### src/hdl/dwpd_pkg.sv
// ----------------------------------------------------------------------------
// dwpd_pkg - shared types and constants
// Constants, register indexes and the divider request and response types for the
// dual wheel PD speed controller.
// ----------------------------------------------------------------------------
package dwpd_pkg;

	localparam int unsigned PWM_PERIOD = 1000;
	localparam int unsigned STALL_INTERVAL = 100;
	localparam int unsigned STEP_SCALE = 100;
	localparam int unsigned DIV_W = 48;

	localparam logic [0:0] REG_PROP_GAIN  = 1'b0;
	localparam logic [0:0] REG_DERIV_GAIN = 1'b1;

	typedef struct packed {
		logic             start;
		logic [DIV_W-1:0] num;   // magnitude
		logic [16:0]      den;   // magnitude, nonzero
	} div_req_t;

	typedef struct packed {
		logic             done;
		logic [DIV_W-1:0] quo;
	} div_rsp_t;

endpackage

### src/hdl/dwpd_div.sv
// ----------------------------------------------------------------------------
// dwpd_div - shared unsigned divider
// Restoring divider, one quotient bit per cycle.
// ----------------------------------------------------------------------------
module dwpd_div (
	input  logic              clk,
	input  logic              arst_n,
	input  dwpd_pkg::div_req_t req,
	output dwpd_pkg::div_rsp_t rsp
);
	import dwpd_pkg::*;

	localparam int unsigned CW = $clog2(DIV_W + 1);

	logic [DIV_W-1:0] quo_q;
	logic [17:0]      rem_q;
	logic [16:0]      den_q;
	logic [CW-1:0]    cnt_q;
	logic             busy_q;
	logic             done_q;
	logic [17:0]      trial;
	logic [18:0]      diff;

	assign trial = {rem_q[16:0], quo_q[DIV_W-1]};
	assign diff  = {1'b0, trial} - {2'b00, den_q};

	always_ff @(posedge clk or negedge arst_n) begin
		if (!arst_n) begin
			busy_q <= 1'b0;
			done_q <= 1'b0;
			cnt_q  <= '0;
		end else begin
			done_q <= 1'b0;
			if (req.start) begin
				busy_q <= 1'b1;
				cnt_q  <= CW'(DIV_W);
				quo_q  <= req.num;
				rem_q  <= '0;
				den_q  <= req.den;
			end else if (busy_q) begin
				if (!diff[18]) begin
					rem_q <= diff[17:0];
					quo_q <= {quo_q[DIV_W-2:0], 1'b1};
				end else begin
					rem_q <= trial;
					quo_q <= {quo_q[DIV_W-2:0], 1'b0};
				end
				cnt_q <= cnt_q - 1'b1;
				if (cnt_q == CW'(1)) begin
					busy_q <= 1'b0;
					done_q <= 1'b1;
				end
			end
		end
	end

	assign rsp.done = done_q;
	assign rsp.quo  = quo_q;
endmodule
### config.mk
export PLATFORM = sky130hd
export DESIGN_NAME = dwpd_div
export DESIGN_NICKNAME = d
export VERILOG_FILES = /design/src/hdl/dwpd_pkg.sv /design/src/hdl/dwpd_div.sv
export SDC_FILE = /design/constraint.sdc
export NUM_CORES = 1
export LEC_CHECK = 0
export BUFFER_PORTS_ARGS = -buffer_cell sky130_fd_sc_hd__buf_2
export CORE_MARGIN = 3
export CORE_UTILIZATION = 35
export CTS_CLUSTER_DIAMETER = 50
export CTS_CLUSTER_SIZE = 8
export DETAILED_ROUTE_END_ITERATION = 10
export REMOVE_ABC_BUFFERS = 1
export SLEW_MARGIN = 30
export SYNTH_ARGS = -nofsm -noshare
export SYNTH_HDL_FRONTEND = slang
export SYNTH_SLANG_ARGS = --single-unit
### constraint.sdc
create_clock -name clk -period 10.1 [get_ports clk]
set_clock_uncertainty 0.05 [all_clocks]
set_input_delay 1.01 -clock clk [delete_from_list [all_inputs] [get_ports clk]]
set_output_delay 1.01 -clock clk [all_outputs]
set_load 0.005 [all_outputs]
# Word-level counts from Yosys, hierarchy flattened
# Cells that the tools add are included.
totals:
  in_bits: 68
  register_bits: 91
classes:
  addsub: 2
  mux: 13
  eq_ne: 1
  n_reduce_logical: 3
op_table:
  columns: ["op", "count"]
  rows:
  - ["$mux 48", 2]
  - ["$mux 18", 2]
  - ["$sub 18x17->19", 1]
  - ["$mux 6", 2]
  - ["$mux 1", 7]
  - ["$eq 6x1->1 const B", 1]
  - ["$sub 6x1->6 const B", 1]
  - ["$reduce_and 2->1", 2]
  - ["$reduce_bool 2->1", 1]

# Depth between registers and ports, before layout
# Gate-level depths: netlist of the first run.
depth:
  depth_word: 4
  depth_mapped: 10

# Worst setup path after synthesis of the first run
# OpenSTA, ideal clock, no wires.
synth_path:
  kind: "input -> register"
  start: "in req[65] (netlist name)"
  end: "reg quo_q[0] (enable)"
  n_path_buf: 2
  required_time_ns: 9.591
  t_arrival_ns: 3.852
  setup_time_ns: 0.459
  slack_ns: 5.739
  path_stages: 4
  cell_sequence: "clkbuf_1 > clkbuf_1 > nor2_1 > nor2b_1"
synth_via:
  elab_chain_cells: 2
synth_lines:
  columns: ["element", "line_no", "source"]
  rows:
  - ["from (decl)", "dwpd_div.sv:8", "input dwpd_pkg::div_req_t req,"]
  - ["$reduce_bool 2->1 (no line)", null, null]
  - ["$reduce_and 2->1 (no line)", null, null]
  - ["to (signal assigned)", "dwpd_div.sv:37", "quo_q <= req.num;"]
  - ["to (signal assigned)", "dwpd_div.sv:43", "quo_q <= {quo_q[DIV_W-2:0], 1'b1};"]
  - ["to (signal assigned)", "dwpd_div.sv:46", "quo_q <= {quo_q[DIV_W-2:0], 1'b0};"]
  - ["to (decl)", "dwpd_div.sv:15", "logic [DIV_W-1:0] quo_q;"]
# Every way passes these cells.
# A chain may end at the register's enable or synchronous reset.

# Worst setup path after layout of the first run
layout_path:
  start: "reg quo_q[47]"
  end: "reg rem_q[0], data pin"
layout_via:
  elab_chain_cells: 3
layout_lines:
  columns: ["element", "line_no", "source"]
  rows:
  - ["$sub 18x17->19", "dwpd_div.sv:25", "assign diff = {1'b0, trial} - {2'b00, den_q};"]
  - ["$mux 18 *", "dwpd_div.sv:41", "if (!diff[18]) begin"]
  - ["$mux 18 *", "dwpd_div.sv:40", "end else if (busy_q) begin"]
  - ["to (signal assigned)", "dwpd_div.sv:42", "rem_q <= diff[17:0];"]
  - ["to (signal assigned)", "dwpd_div.sv:45", "rem_q <= trial;"]
  - ["to (decl)", "dwpd_div.sv:16", "logic [17:0] rem_q;"]
# Mark *: on every way between the ends. The rest lies on a longest branch, timed or not.

==> run metrics, run 1 <==
fin nets=approximately 580; Site Rows=42; type of the worst setup path=flip-flop to flip-flop; share of flip-flops with an asynchronous set or reset after synthesis=0.08889; Final ANT Viol Nets=0; post-place setup slack=around 6.8 ns; setup TNS after final layout=0 ns; PostCTS Resize Cnt=0; via count=approximately 3.5k; number of antenna diodes=0; hold depth=2; floorplan die height=approximately 120 um; Max FO, Critical Path=11; routed wirelength normalized by instance count=~16 um; Syn Area/Cell=about 13 um2; nature of the critical path endpoint=flip-flop; maximum clock frequency=~340 MHz; final weighted congestion of routability-driven global placement=about 0.85; antenna violations before repair=0; final setup violating endpoints=0; number of standard cells in the layout, taps in and fillers out=slightly below 700; pin count of the biggest net entering global routing=72; die outline area=approximately 15000 um2; placed cell area=approximately 5600 um2; Avg Vias per Cell=5.149; total track usage=0.1492; clock-pin transition on the worst setup and hold timing paths=approximately 0.07 ns; total standard cell area after synthesis=approximately 5000 um2; vias in the first global route=~3.5k; arrival time of data at the critical path endpoint=2.96 ns; number of buffers added on ports=116; global-route wire length before repair=between 15000 and 20000 um; final number of max-transition violations=0; post-detailed-routing wire length=between 10000 and 15000 um; highest-count cells in the layout ignoring fill and taps=sky130_fd_sc_hd__buf_2 (116), sky130_fd_sc_hd__edfxtp_1 (82), sky130_fd_sc_hd__mux2_2 (48), sky130_fd_sc_hd__inv_1 (22), sky130_fd_sc_hd__nor2_1 (21); HPWL after detailed placement=about 7700 um; Initial Utilization=0.3630; share of the clock period used by the worst path=0.2880; Cell variety after synth=between 50 and 60; Worst-Skew Late Latency=0.34 ns; peak supply drop=~0.00011 V; pwr/cell area=179.6 nW/um2; Worst Tran Pin Value=0.9206 ns; worst setup slack after layout=roughly 7.2 ns; most common cell after layout, fill and taps aside=sky130_fd_sc_hd__buf_2; category of the worst setup path launch point=flip-flop; Area growth syn-to-layout=20.42%; cell depth of the worst flop-to-flop path=9; clock tree root buffer cell=sky130_fd_sc_hd__clkbuf_16; remaining global-route overflow=0; Inserted Clock Buffers=9; Tmin final=a little under 3 ns; Hold-fix buffers, CTS=0; Tot Pwr=between 0.001 and 0.0015 W; Post-synth top flop=sky130_fd_sc_hd__edfxtp_1; leakage dissipation=roughly 2.4 nW; gate count of the mapped netlist=roughly 390; required time of the critical path=10.15 ns; Warnings, synthesis=0; max-cap check violation count=0; Hold Violations, Final=0; Chip Width=roughly 120 um; status=complete, no violations; buffer levels on the longest clock path=2; layout cells sized above 1=0.3792; number of DRC markers after the initial detailed-route iteration=225; post-synthesis register bit count=90; Min-Delay Path Class=flip-flop to flip-flop; DR pass1 iterations=4; Post-CTS Repair Setup Buffers=0; Final Instance Area=5858 um2; total number of clock tree sinks=90; number of enable-type register cells in the synthesized netlist=82; number of remaining DRC errors=0; number of levels the H-tree was split into=3; share of the yosys chip area belonging to registers=0.5473; Std-Cell Core Area=roughly 13000 um2; setup repair after global routing missed its margin=false; I/O pin count=between 100 and 150; placed cell count=roughly 660; Max-slew headroom=0.3862; clock tree from TritonCTS=done
-- flip-flops by register name, summed over array words and instances (netlist names) --
name and count:
quo_q 48, den_q 17, rem_q 17, cnt_q 6, busy_q 1, done_q 1
-- final cells by class --
cell class	count	area [um2]
Clock buffer	10	229.0
Clock inverter	6	40.04
Fill cell	1279	7542
Inverter	22	82.58
Multi-Input combinational cell	254	2019
Sequential cell	90	2664
Tap cell	176	220.2
Timing Repair Buffer	119	603.1
-- critical path, cell delays in order, from the launching register on --
cell                       delay (ns)
sky130_fd_sc_hd__edfxtp_1        0.37
sky130_fd_sc_hd__inv_1           0.05
sky130_fd_sc_hd__ha_1            0.22
sky130_fd_sc_hd__fa_1            0.40
sky130_fd_sc_hd__nand2b_1        0.19
sky130_fd_sc_hd__a21o_1          0.23
sky130_fd_sc_hd__a311oi_4        0.31
sky130_fd_sc_hd__o21a_1          0.43
sky130_fd_sc_hd__nor3_1          0.09
sky130_fd_sc_hd__a311o_1         0.32
-- metrics by stage --
stage	util	hold WS, ns
global placement	0.4170	0.4631
detailed placement	0.4170	0.4680
CTS	0.4371	0.4868
floorplan	-	0.4425
finish	0.4372	0.4807
global route	0.4372	0.5348
-- layer usage --
layer  track usage  up-vias  share of wire
met3       0.06222       16          0.085
met1        0.1853     1668           0.44
met5             0        -              0
met2        0.2389      114           0.46
li1              -     1688              -
met4       0.04312        0          0.015
-- cell families after synthesis --
logic type | Yosys count | share of synthesized area
compound gates | 83 | 0.1299
xor+xnor | 15 | 0.02700
fa+ha+maj | 20 | 0.05298
buf+inv | 43 | 0.03909
flops | 90 | 0.5473
mux | 48 | 0.1111
simple gates | 88 | 0.09259
-- final timing paths --
kind	from	end	slack, ns
setup / recovery	quo_q[47]	rem_q[0]	7.19
hold / removal	cnt_q[4]	cnt_q[4]	0.48
setup reg to reg	quo_q[47]	rem_q[0]	7.19
hold reg to reg	cnt_q[4]	cnt_q[4]	0.48
max in group asynchronous	arst_n	busy_q	8.90
min in group asynchronous	arst_n	done_q	0.64
-- Yosys cell counts, drive strengths merged, types with 3 or more instances --
cell,n,area [um2]
edfxtp,82,2462
mux2,48,540.5
inv,22,82.58
nor2,21,78.83
ha,19,237.7
nand2,18,67.56
o21ai,17,96.34
a21oi,16,95.10
clkbuf,11,41.29
nand3,11,55.05
buf,10,66.30
xnor2,10,87.58
a311oi,9,108.9
nand4,9,56.30
o211ai,9,67.56
dfrtp,8,200.2
a21o,5,37.54
nand2b,5,31.28
nor2b,5,31.28
xor2,5,43.79
a211oi,4,35.03
nor3,4,20.02
o21a,4,30.03
a211o,3,26.28
and3,3,18.77
o21bai,3,22.52
-- report_power, final --
| group | total (W) | switching [W] | leakage, nW | internal [W] |
|---|---|---|---|---|
| Combinational | 0.000258 | 0.000142 | 1.36 | 0.000117 |
| Sequential | 0.000480 | 0.0000258 | 0.895 | 0.000455 |
| Clock | 0.000313 | 0.000146 | 0.135 | 0.000167 |
Power figures use the tool's default switching activity.
==> run 2, diff against run 1 <==
- clock period: 10.1 -> 2.3 ns (I/O delays scaled with it)
==> run metrics, run 2 (synthesized netlist as in run 1, its figures left out) <==
Worst-Skew Late Latency=0.35 ns (about the same); Initial Utilization=0.3630 (unchanged); nature of the critical path endpoint=flip-flop; end point of the most critical hold path=den_q[15]; hold depth=1 (-1); number of DRC markers after the initial detailed-route iteration=261 (+16%); antenna violations before repair=0 (unchanged); max-cap check violation count=0 (unchanged); layout cells sized above 1=0.4863 (+0.1071); die outline area=15350 um2 (unchanged); reg-to-reg critical path endpoint=rem_q[0]; final number of max-transition violations=0 (unchanged); buffer levels on the longest clock path=2 (unchanged); category of the worst setup path launch point=flip-flop; number of levels the H-tree was split into=3 (unchanged); Max stage delay cell, worst path=sky130_fd_sc_hd__edfxtp_1; Max-slew headroom=0.4011 (+0.01484); Inserted Clock Buffers=9 (unchanged); DR pass1 iterations=4 (unchanged); share of the clock period used by the worst path=1.093 (+0.8047); HPWL after detailed placement=8596 um (+12%); fin nets=667 (+14%); peak supply drop=0.0004518 V (+310%); pwr/cell area=750.9 nW/um2 (+320%); clock tree root buffer cell=sky130_fd_sc_hd__clkbuf_16; hold wc startpoint=req[15]; number of buffers added on ports=116 (unchanged); clock tree from TritonCTS=done; Worst Tran Pin Value=0.8965 ns (-0.02410 ns); Chip Width=123.9 um (unchanged); required time of the critical path=2.35 ns (-7.80 ns); Site Rows=42 (unchanged); maximum clock frequency=397.9 MHz (+16%); number of flip-flops in the largest register=48 (unchanged); pin count of the biggest net entering global routing=49 (-32%); via count=3849 (+10%); floorplan die height=123.9 um (unchanged); number of antenna diodes=0 (unchanged); vias in the first global route=3904 (+11%); highest-count cells in the layout ignoring fill and taps=sky130_fd_sc_hd__buf_2 (116), sky130_fd_sc_hd__edfxtp_1 (82), sky130_fd_sc_hd__buf_4 (64), sky130_fd_sc_hd__mux2_2 (48); Avg Vias per Cell=5.064 (-1.6%); post-detailed-routing wire length=12070 um (+11%); leakage dissipation=2.808 nW (+18%); number of remaining DRC errors=0 (unchanged); global-route wire length before repair=19330 um (+8.9%); Std-Cell Core Area=13400 um2 (unchanged); total track usage=0.1621 (+0.01292); status=finished with violations; final weighted congestion of routability-driven global placement=0.7880 (-7.7%); final setup violating endpoints=17 (+17); worst setup slack after layout=-0.2132 ns (-7.405 ns); setup repair after global routing missed its margin=true; arrival time of data at the critical path endpoint=2.56 ns (-0.40 ns); I/O pin count=117 (unchanged); WP buf/inv=2 (+1); total number of clock tree sinks=90 (unchanged); Tmin final=2.513 ns (-0.3954 ns); cell depth of the worst flop-to-flop path=10 (+1); type of the worst setup path=flip-flop to flip-flop; CP peak stage delay=0.34 ns (-0.09 ns); worst hold slack after final layout=0.01432 ns (-0.4664 ns); failing checks=setup timing; Area growth syn-to-layout=39.15%; routed wirelength normalized by instance count=15.88 um (-1.5%); largest registers=quo_q x48, den_q x17, rem_q x17; remaining global-route overflow=0 (unchanged); worst r2r src=quo_q[47]; Final ANT Viol Nets=0 (unchanged); Largest delay share family, worst path=compound AO/OA/AOI/OAI gates; setup TNS after final layout=-2.370 ns (-2.370 ns); most common cell after layout, fill and taps aside=sky130_fd_sc_hd__buf_2; Max FO, Critical Path=3 (-8); clock-pin transition on the worst setup and hold timing paths=0.07 ns (about the same); flop-to-flop setup slack=-0.21 ns (-7.40 ns); Most flops, register=quo_q; Hold Violations, Final=0 (unchanged); Min-Delay Path Class=input pin to flip-flop; critical path, cell by cell=inv_1 > ha_2 > fa_2 > nand2b_4 > a21o_4 > a311oi_4 > o21a_2 > buf_4 > nor3_2 > a311o_1
-- run 2: cell count changes in the layout (fill, tap and decap cells not counted), moves of 4 or more --
cell	previous run	this run
sky130_fd_sc_hd__buf_12	0	4
sky130_fd_sc_hd__buf_4	3	64
sky130_fd_sc_hd__buf_6	0	4
sky130_fd_sc_hd__dlygate4sd3_1	0	14
sky130_fd_sc_hd__ha_1	19	11
sky130_fd_sc_hd__ha_4	0	7
sky130_fd_sc_hd__o21ai_1	11	6
sky130_fd_sc_hd__o21ai_2	0	5
-- run 2: metal layers --
layer / routed length (um) / vias up / track usage
li1: - / 1864 / -
met1: 5272 / 1837 / 0.2153
met2: 5774 / 140 / 0.2585
met3: 909 / 8 / 0.05540
met4: 113 / 0 / 0.03491
met5: 0 / - / 0
-- run 2: worst max-delay path by stage --
stage,from,end,slack [ns],cells past startpoint
6_report,quo_q[47],rem_q[0],-0.21,10
5_1_grt,quo_q[47],rem_q[4],-0.35,10
4_1_cts,quo_q[47],rem_q[14],-0.28,10
3_5_place_dp,quo_q[47],rem_q[14],-0.34,10
3_3_place_gp,quo_q[47],rem_q[8],-0.25,9
2_1_floorplan,busy_q,quo_q[0],-1.41,2
-- run 2: layout make-up --
class / instances / area, um2
Tap cell: 176 / 220.2
Sequential cell: 90 / 2663
Fill cell: 1221 / 6631
Multi-Input combinational cell: 254 / 2203
Clock buffer: 11 / 232.7
Timing Repair Buffer: 202 / 1326
Inverter: 22 / 82.58
Clock inverter: 5 / 41.29
-- run 2: what timing repair did --
item / in CTS / in global routing
hold endpoints to repair: 19 / 2
pin swaps: 16 / 22
endpoints found under the setup margin: 18 / 18
hold buffers: 12 / 2
buffers inserted: 5 / 7
resized for setup: 13 / 20
-- run 2: stage by stage --
step                total power [W]  instance area [um2]  setup WS, ns  instances  utilization
global route               0.005364                 6769       -0.3492        760       0.5051
CTS                        0.005020                 6585       -0.2843        751       0.4914
floorplan                  0.002898                 4757        -1.407        366            -
detailed placement         0.003514                 6053       -0.3444        718       0.4517
global placement           0.003493                 6053       -0.2518        718       0.4517
finish                     0.005083                 6769       -0.2132        760       0.5051
-- run 2: report_power, final --
group / internal (W) / switching [W]
sequential: 0.00199 / 0.000113
combinational: 0.000829 / 0.000757
clock: 0.000741 / 0.000648
==> run 3, diff against run 2 <==
- ABC_AREA: unset -> 1
==> run metrics, run 3 <==
status=complete, no violations; I/O pin count=117 (unchanged); max-cap check violation count=0 (unchanged); Most flops, register=quo_q; remaining global-route overflow=0 (unchanged); most area-hungry cell type in the Yosys netlist=sky130_fd_sc_hd__edfxtp_1; highest-count cells in the layout ignoring fill and taps=sky130_fd_sc_hd__nand2_1 (270), sky130_fd_sc_hd__buf_2 (116), sky130_fd_sc_hd__inv_1 (85), sky130_fd_sc_hd__edfxtp_1 (82), sky130_fd_sc_hd__nand3_1 (46); Min-Delay Path Class=input pin to flip-flop; Tmin final=2.152 ns (-0.3615 ns); setup TNS after final layout=0 ns (+2.370 ns); number of remaining DRC errors=0 (unchanged); largest registers=quo_q x48, den_q x17, rem_q x17; Area growth syn-to-layout=25.86%; Warnings, synthesis=0 (unchanged); via count=4425 (+15%); total standard cell area after synthesis=5120 um2 (+5.2%); cell with the most instances after synthesis=sky130_fd_sc_hd__nand2_1; clock tree from TritonCTS=done; Syn Area/Cell=8.271 um2 (-34%); final weighted congestion of routability-driven global placement=0.9055 (+15%); clock-pin transition on the worst setup and hold timing paths=0.06 ns (about the same); DR pass1 iterations=4 (unchanged); routed wirelength normalized by instance count=13.96 um (-12%); number of flip-flops in the largest register=48 (unchanged); Final Instance Area=6444 um2 (-4.8%); vias in the first global route=4387 (+12%); antenna violations before repair=0 (unchanged); fraction of the core area covered by cells at the end of the flow=0.4571 (-0.04801); Chip Width=126.9 um (+2.5%); Avg Vias per Cell=4.723 (-6.8%); total number of clock tree sinks=90 (unchanged); pwr/cell area=737.8 nW/um2 (-1.7%); number of levels the H-tree was split into=3 (unchanged); share of the clock period used by the worst path=0.9355 (-0.1572); placed cell area=5969 um2 (-1.4%); peak supply drop=0.0003097 V (-31%); CP peak stage delay=0.39 ns (+0.05 ns); gate count of the mapped netlist=619 (+60%); Initial Utilization=0.3632 (about the same); number of antenna diodes=0 (unchanged); maximum clock frequency=464.7 MHz (+17%); floorplan die height=126.9 um (+2.5%); final setup violating endpoints=0 (-17); Site Rows=43 (+2.4%); global-route wire length before repair=21710 um (+12%); Final ANT Viol Nets=0 (unchanged); arrival time of data at the critical path endpoint=2.19 ns (-0.37 ns); cells taking the most area after synthesis=sky130_fd_sc_hd__edfxtp_1 (48%), sky130_fd_sc_hd__nand2_1 (20%), sky130_fd_sc_hd__inv_1 (6.3%); Max FO, Critical Path=14 (+11); number of enable-type register cells in the synthesized netlist=82 (unchanged); final number of max-transition violations=0 (unchanged); Worst Tran Pin Value=0.4350 ns (-0.4616 ns); buffer levels on the longest clock path=2 (unchanged); layout cells sized above 1=0.2272 (-0.2591); number of DRC markers after the initial detailed-route iteration=292 (+12%); library cell appearing most often on the critical path=sky130_fd_sc_hd__nand2_1; Std-Cell Core Area=14100 um2 (+5.2%); Max stage delay cell, worst path=sky130_fd_sc_hd__edfxtp_1; Cell variety after synth=37 (-33%); fin nets=840 (+26%); total track usage=0.1684 (+0.006320); worst r2r src=rem_q[6]; pin count of the biggest net entering global routing=49 (unchanged); post-synthesis register bit count=90 (unchanged); Worst-Skew Late Latency=0.35 ns (about the same); Max-slew headroom=0.7073 (+0.3063); most common cell after layout, fill and taps aside=sky130_fd_sc_hd__nand2_1; type of the worst setup path=flip-flop to flip-flop; Hold Violations, Final=0 (unchanged); Inserted Clock Buffers=9 (unchanged); share of the synthesized area in the top cell type=0.4809 (-0.02523); required time of the critical path=2.33 ns (-0.02 ns); Post-synth top flop=sky130_fd_sc_hd__edfxtp_1; HPWL after detailed placement=9662 um (+12%); post-detailed-routing wire length=13080 um (+8.4%); nature of the critical path endpoint=flip-flop; hold wc startpoint=req[11]; share of the yosys chip area belonging to registers=0.5200 (-0.02729); die outline area=16120 um2 (+5.0%); critical path, cell by cell=ha_1 > nand2_1 > nand2_1 > nand2_1 > nand2_1 > inv_1 > nand3_2 > nand2_4 > buf_12 > nand3_1 > nand3_1 > o21ai_0; leakage dissipation=3.276 nW (+17%); category of the worst setup path launch point=flip-flop; number of buffers added on ports=116 (unchanged); clock tree root buffer cell=sky130_fd_sc_hd__clkbuf_16; setup repair after global routing missed its margin=false; worst hold slack after final layout=0.01150 ns (-0.002820 ns); share of flip-flops with an asynchronous set or reset after synthesis=0.08889 (unchanged); list of most frequent post-synthesis cells=sky130_fd_sc_hd__nand2_1 (272), sky130_fd_sc_hd__inv_1 (86), sky130_fd_sc_hd__edfxtp_1 (82), sky130_fd_sc_hd__nand3_1 (46), sky130_fd_sc_hd__nor2_1 (20); launch point of the worst path=rem_q[6]
[run 3: path summary, 6_finish.rpt]
kind | endpoint | slack, ns | cells past startpoint
worst max-delay path | rem_q[0] | 0.15 | 12
worst min register to register | cnt_q[3] | 0.44 | 1
max in group asynchronous | done_q | 1.47 | 3
min in group asynchronous | cnt_q[1] | 0.48 | 3
worst min-delay path | den_q[11] | 0.01 | 1
worst max register to register | rem_q[0] | 0.15 | 12
[run 3: power by group]
part	total, W	internal [W]	switching [W]
Sequential	0.00206	0.00197	0.0000946
Clock	0.00149	0.000847	0.000645
Combinational	0.00120	0.000479	0.000721
[run 3: what timing repair did]
action | 4_1_cts | 5_1_grt
hold buffers | 7 | 0
gates resized for setup | 0 | 14
setup buffers | 0 | 3
hold endpoints to repair | 14 | 0
endpoints found under the setup margin | 0 | 17
[run 3: layer usage]
metal,wire length [um],GRT usage
met3,894,0.04337
met1,6170,0.2298
met5,0,0
met2,5815,0.2575
met4,200,0.06498
[run 3: final cells by class]
type | count | area, um2
inverters | 88 | 330.3
flip-flops and latches | 90 | 2663
well taps | 180 | 225.2
fillers | 1439 | 7652
clock buffers | 10 | 229.0
repair buffers | 138 | 813.3
multi-input cells | 425 | 2118
clock inverters | 6 | 65.06
[run 3: logic make-up (layout without fill, tap and decap cells)]
| group | count (synthesis) | count (layout) | synth area share |
|---|---|---|---|
| AND/OR/NAND/NOR | 367 | 368 | 0.3040 |
| XOR/XNOR | 6 | 6 | 0.01027 |
| buffers and inverters | 105 | 242 | 0.08235 |
| AO/OA/AOI/OAI | 31 | 31 | 0.03299 |
| flip-flops | 90 | 90 | 0.5200 |
| adder cells (fa/ha/maj) | 20 | 20 | 0.05034 |
[run 3: critical path, delay by kind of cell (launching register included)]
kind                     cells  cell delay, ns
AO/OA/AOI/OAI                1            0.08
adder cells (fa/ha/maj)      1            0.38
buffers and inverters        2            0.24
flip-flops                   1            0.39
AND/OR/NAND/NOR              8            0.74
[run 3: stage by stage]
step	power [W]	instances	worst slack, ns
2_1_floorplan	0.002830	602	-0.7371
3_3_place_gp	0.003228	910	0.09524
3_5_place_dp	0.003236	910	0.06661
4_1_cts	0.004739	933	0.04926
5_1_grt	0.005040	937	0.0005578
6_report	0.004754	937	0.1483
